### config.mk
export PLATFORM = sky130hd
export DESIGN_NAME = mhpq_cell
export DESIGN_NICKNAME = d
export VERILOG_FILES = /design/src/rtl/mhpq_pkg.sv /design/src/rtl/mhpq_cell.sv
export SDC_FILE = /design/constraint.sdc
export NUM_CORES = 1
export LEC_CHECK = 0
export BUFFER_PORTS_ARGS = -buffer_cell sky130_fd_sc_hd__buf_2
export CORE_ASPECT_RATIO = 1.4
export CORE_MARGIN = 2
export CORE_UTILIZATION = 49
export CTS_CLUSTER_DIAMETER = 40
export DETAILED_ROUTE_END_ITERATION = 8
export PLACE_DENSITY = 0.85
export SETUP_SLACK_MARGIN = 0.05
export SYNTH_ARGS = -nofsm -noshare
export SYNTH_HDL_FRONTEND = slang
export SYNTH_SLANG_ARGS = --single-unit
### constraint.sdc
create_clock -name clk -period 5.8 [get_ports clk]
set_input_delay 1.16 -clock clk [delete_from_list [all_inputs] [get_ports clk]]
set_output_delay 1.16 -clock clk [all_outputs]
set_load 0.02 [all_outputs]
### src/rtl/mhpq_pkg.sv
`default_nettype none

package mhpq_pkg;

  localparam int unsigned DATA_W  = 32;
  localparam int unsigned COUNT_W = 7;

  typedef enum logic [0:0] {
    CMD_INSERT = 1'b0,
    CMD_REMOVE = 1'b1
  } cmd_e_t;

  typedef enum logic [1:0] {
    ST_OK          = 2'd0,
    ST_FULL_INSERT = 2'd1,
    ST_EMPTY_REMOVE = 2'd2
  } status_e_t;

  // Contents of one cell as seen by its neighbours
  typedef struct packed {
    logic                     valid;
    logic signed [DATA_W-1:0] data;
  } cell_link_t;

  // Broadcast to every cell for the transaction in hand
  typedef struct packed {
    logic                     ins;
    logic                     rem;
    logic signed [DATA_W-1:0] value;
  } cell_op_t;

endpackage

`default_nettype wire

### src/rtl/mhpq_cell.sv
`default_nettype none

module mhpq_cell
  import mhpq_pkg::*;
(
  input  wire logic       clk,
  input  wire logic       rst,
  input  wire cell_op_t   op,
  input  wire cell_link_t left_link,
  input  wire logic       left_ins,
  input  wire cell_link_t right_link,
  output      cell_link_t link,
  output      logic       ins_here
);

  logic                     valid;
  logic signed [DATA_W-1:0] data;

  // The row stays sorted, so this flag rises once and stays high to the right
  assign ins_here = !valid || (data > op.value);

  assign link.valid = valid;
  assign link.data  = data;

  always_ff @(posedge clk) begin
    if (rst) begin
      valid <= 1'b0;
    end else if (op.rem) begin
      valid <= right_link.valid;
    end else if (op.ins) begin
      if (left_ins) begin
        valid <= left_link.valid;
      end else if (ins_here) begin
        valid <= 1'b1;
      end
    end
  end

  always_ff @(posedge clk) begin
    if (op.rem) begin
      data <= right_link.data;
    end else if (op.ins) begin
      if (left_ins) begin
        data <= left_link.data;
      end else if (ins_here) begin
        data <= op.value;
      end
    end
  end

endmodule

`default_nettype wire
**Yosys cells after proc, flatten, opt, wreduce, memory -nomap -nowiden**

Index checks and enable logic that the tools add are counted.

- Register bits: 33
- Bits of input ports: 103
- Output and inout bits: 34
- Word-level logic and storage cells: 16

- $lt $le $gt $ge: 1
- Muxes and demuxes: 8
- Reduce and logical (&&, ||, !) cells: 5

Operators by type and width:

| kind | number |
|---|---|
| 2-to-1 mux 32 bit | 4 |
| greater-than comparator 32 bit | 1 |
| 2-to-1 mux 1 bit | 4 |
| nonzero test 3 bit | 1 |
| AND reduction 2 bit | 1 |
| nonzero test 2 bit | 1 |
| zero test 1 bit | 1 |
| logical OR 1 bit | 1 |

**Logic depth before layout (Yosys ltp)**

- Depth after elaboration: 6
- Depth in mapped cells: 8
- Depth with buffers taken out: 8

**Worst setup path after synthesis**

OpenSTA, ideal clock, no wires.

- Path kind: input port to flip-flop
- Start: in op[23] (netlist bit)
- End: reg data[0], enable pin
- Setup time: 0.432 ns
- Data arrival time: 3.884 ns
- Data required time: 5.368 ns
- Slack: 1.484 ns
- Cell stages on the path: 8
- Path buffers: 0
- Cells stage by stage: inv_1 ha_1 a21oi_1 o21ai_1 a22oi_1 o211ai_1 a22o_1 a21oi_1

- Cells in the longest elaborated chain, start to end: 4

Ends and longest elaborated chain:

| element | RTL line | source |
|---|---|---|
| start, declared | mhpq_cell.sv:8 | `input wire cell_op_t op,` |
| greater-than comparator 32 bit | mhpq_cell.sv:20 | `assign ins_here = !valid \|\| (data > op.value);` |
| logical OR 1 bit | mhpq_cell.sv:20 |  |
| nonzero test 3 bit (no line) | n/a |  |
| AND reduction 2 bit (no line) | n/a |  |
| end signal, assigned | mhpq_cell.sv:41 | `data <= right_link.data;` |
| end signal, assigned | mhpq_cell.sv:44 | `data <= left_link.data;` |
| end signal, assigned | mhpq_cell.sv:46 | `data <= op.value;` |
| end, declared | mhpq_cell.sv:17 | `logic signed [DATA_W-1:0] data;` |

No other way between the ends.
A chain may end at the register's enable or synchronous reset.

**Worst setup path in the final report**

- Start: in op[25] (netlist bit)
- End: out ins_here

- Cells in the longest elaborated chain, start to end: 2

Ends and longest elaborated chain:

| element | RTL line | source |
|---|---|---|
| greater-than comparator 32 bit | mhpq_cell.sv:20 |  |
| logical OR 1 bit | mhpq_cell.sv:20 |  |
| end, declared | mhpq_cell.sv:13 | `output logic ins_here` |

No other way between the ends.

==> out/qor.yml <==
hold_violations: 0
num_rows: 30
fin_crit_ps: 4079
clkSinkCount: 33
vias_per_cell: 5.205
cts-hold-fix-buffers: 0
root_buffer: "clkbuf_8"
slowest_delay_ps: 320
grt_max_degree: 69
startpoint: "op[25]"
drv_slew: 0
worstReg2RegStart: "data[25]"
r2r_end: "data[7]"
area_growth_pct: 32.87
crit_end: "ins_here"
path_class: "in -> out"
core_area_mm2: 0.004880
start_util_pct: 51.49
dpl.hpwl_um: 5020
gr-usage-met3_pct: 5.089
power.leakage_nw: 1.757
post_cts_resize_count: 0
num_antenna_cells: 0
use_met2_pct: 44.98
final_net_count: 534
antenna_found_initial: 0
fin_hold_ws_ps: 755.3
mostFrequentLayoutCells: "buf_2, nand2_1, inv_1, o21ai_0"
p_per_area_mw_per_mm2: 220.8
ys_seq_area_share_pct: 39.04
clkTransAtPathRegs_ps: 70
io_pins: 137
wl_per_cell_um: 13.72
rrSetupSlack_ps: 2880
io_buffer_count: 136
crit_path_start_kind: "input pin"
drt_pass1_iterations: 4
ir_worst_vdd_v: 0.0001273
fillers: 411
path_cells: "buf_2 > inv_1 > ha_1 > a21oi_1 > nor2_1 > a211oi_1 > o211ai_1 > a22o_1 > o21ai_1 > buf_2"
first_iter_violations: 123
synth_edf_count: 32
timing.max_cap.violations: 0
skew_ps: 6.620
clk_latency_ps: 290
critical_path_buf_inv_count: 3
fp.dieH_um: 88.73
crit_path_frequent_cell: "buf_2"
die_area_mm2: 0.005724
critical-path-slowest-cell: "a211oi_1"
drive_gt1_share_pct: 36.50
met1_usage_pct: 23.91
max_freq_mhz: 245.2
cts_made_buffers: 5
outcome: "completed"
cts_tree: "built"
final_common_cell: "buf_2"
ys.flop_type: "edfxtp_1"
synth.cell_area_mm2: 0.002512
synth_cells: 268
htreeDepth: 2
yosys.cell_types.count: 31
routed_wl_um: 6368
crit_family: "compound AO/OA/AOI/OAI gates"
rsz0062_at_grt: "no"
grt_first_pass_wirelength_um: 10180
synth.net_count: 403
grt_pass1_vias: 2395
finalSetupViolCount: 0
overflow: 0
post_cts_buffers: 0
critPathRequiredTime_ps: 4640
gr-max-usage-layer: "met2"
ys_ff_latch: 33
worst_setup_path_end_kind: "output port"
cp_num_cells: 10
tns_ps: 0
min_path_type: "reg -> reg"
worst_pin_slew_ps: 1027
drc: 0
avgSynthCellArea_um2: 9.375
die_w_um: 64.52
synthArstFlopShare_pct: 0
grt_use_total_pct: 23.24
yosys_warnings: 0
finalWeightedCongestion: 0.8034
ff2ff_path_depth: 7
timing.final.crit_share_pct: 70.32
antenna_left: 0
num_vias: 2415
crit_path_max_fanout: 3
arrival_ps: 2920
clock_path_buffers: 2
slew-limit-headroom_pct: 31.41
-- synth_stat cells (2+ instances only) --
cell type | n | share of area, %
buf_2 | 3 | 0.60
edfxtp_1 | 32 | 38
mux2i_1 | 32 | 13
a21oi_1 | 14 | 2.8
clkbuf_1 | 8 | 1.2
inv_1 | 33 | 4.9
o21ai_0 | 33 | 6.6
nor4_1 | 2 | 0.50
nor2_1 | 7 | 1.0
nor3_1 | 2 | 0.40
o211ai_1 | 2 | 0.60
nand2_1 | 39 | 5.8
nand4_1 | 8 | 2.0
nand3_1 | 3 | 0.60
o21ai_1 | 3 | 0.60
ha_1 | 32 | 16
-- metal layers --
| layer | vias up | part of all wire, % |
|---|---|---|
| met5 | - | 0 |
| met4 | 0 | 2.8 |
| met3 | 16 | 6.3 |
| met2 | 97 | 54 |
| met1 | 1082 | 37 |
| li1 | 1220 | - |
-- worst min-delay path: stages, from the launching register on --
cell	delay, ps
dfxtp_1	390
o22ai_1	110
nor2_1	90
a21oi_1	50
nor2_1	80
-- registers in the layout, indices dropped and copies added (netlist names) --
signal  flops
data       32
valid       1
-- cells by family after synthesis --
family	count (synthesis)	share of synthesized area (%)
DFF	33	39.04
adders and majority gates	32	15.94
buffers and inverters	45	7.022
AOI/OAI and AO/OA	62	14.14
and+or+nand+nor	64	11.11
muxes	32	12.75
-- worst min-delay path by stage --
stage | startpoint | endpoint | slack, ps | cells after the start
global route | valid | valid | 810 | 4
CTS | valid | valid | 760 | 4
detailed placement | valid | valid | 740 | 4
finish | valid | valid | 760 | 4
floorplan | valid | valid | 650 | 4
global placement | valid | valid | 710 | 4
-- through the flow --
stage               cells  setup slack, ps  total power, W  utilization, %  area [µm²]
detailed placement    456             1748       0.0005308           66.23        3232
floorplan             268             1484       0.0004432               -        2512
global route          464             1521       0.0007808           68.41        3338
finish                464             1721       0.0007372           68.41        3338
CTS                   464             1732       0.0007427           68.41        3338
global placement      456             1764       0.0005244           66.23        3232
-- cell type report --
| cell class | instances | area, µm² | share of cell area (%) |
|---|---|---|---|
| inverter | 33 | 123.9 | 3.711 |
| tap | 64 | 80.08 | 2.399 |
| clock buffer | 6 | 72.57 | 2.174 |
| clock inverter | 2 | 33.78 | 1.012 |
| timing repair buffer | 136 | 680.7 | 20.39 |
| sequential | 33 | 980.9 | 29.39 |
| multi-input combinational | 190 | 1366 | 40.93 |
-- report_power, final --
group	leakage, nW	switching (W)	internal (W)
Combinational	1.37	0.000127	0.0000918
Sequential	0.339	0.0000136	0.000293
Clock	0.0528	0.0000850	0.000127
Power figures use the tool's default switching activity.
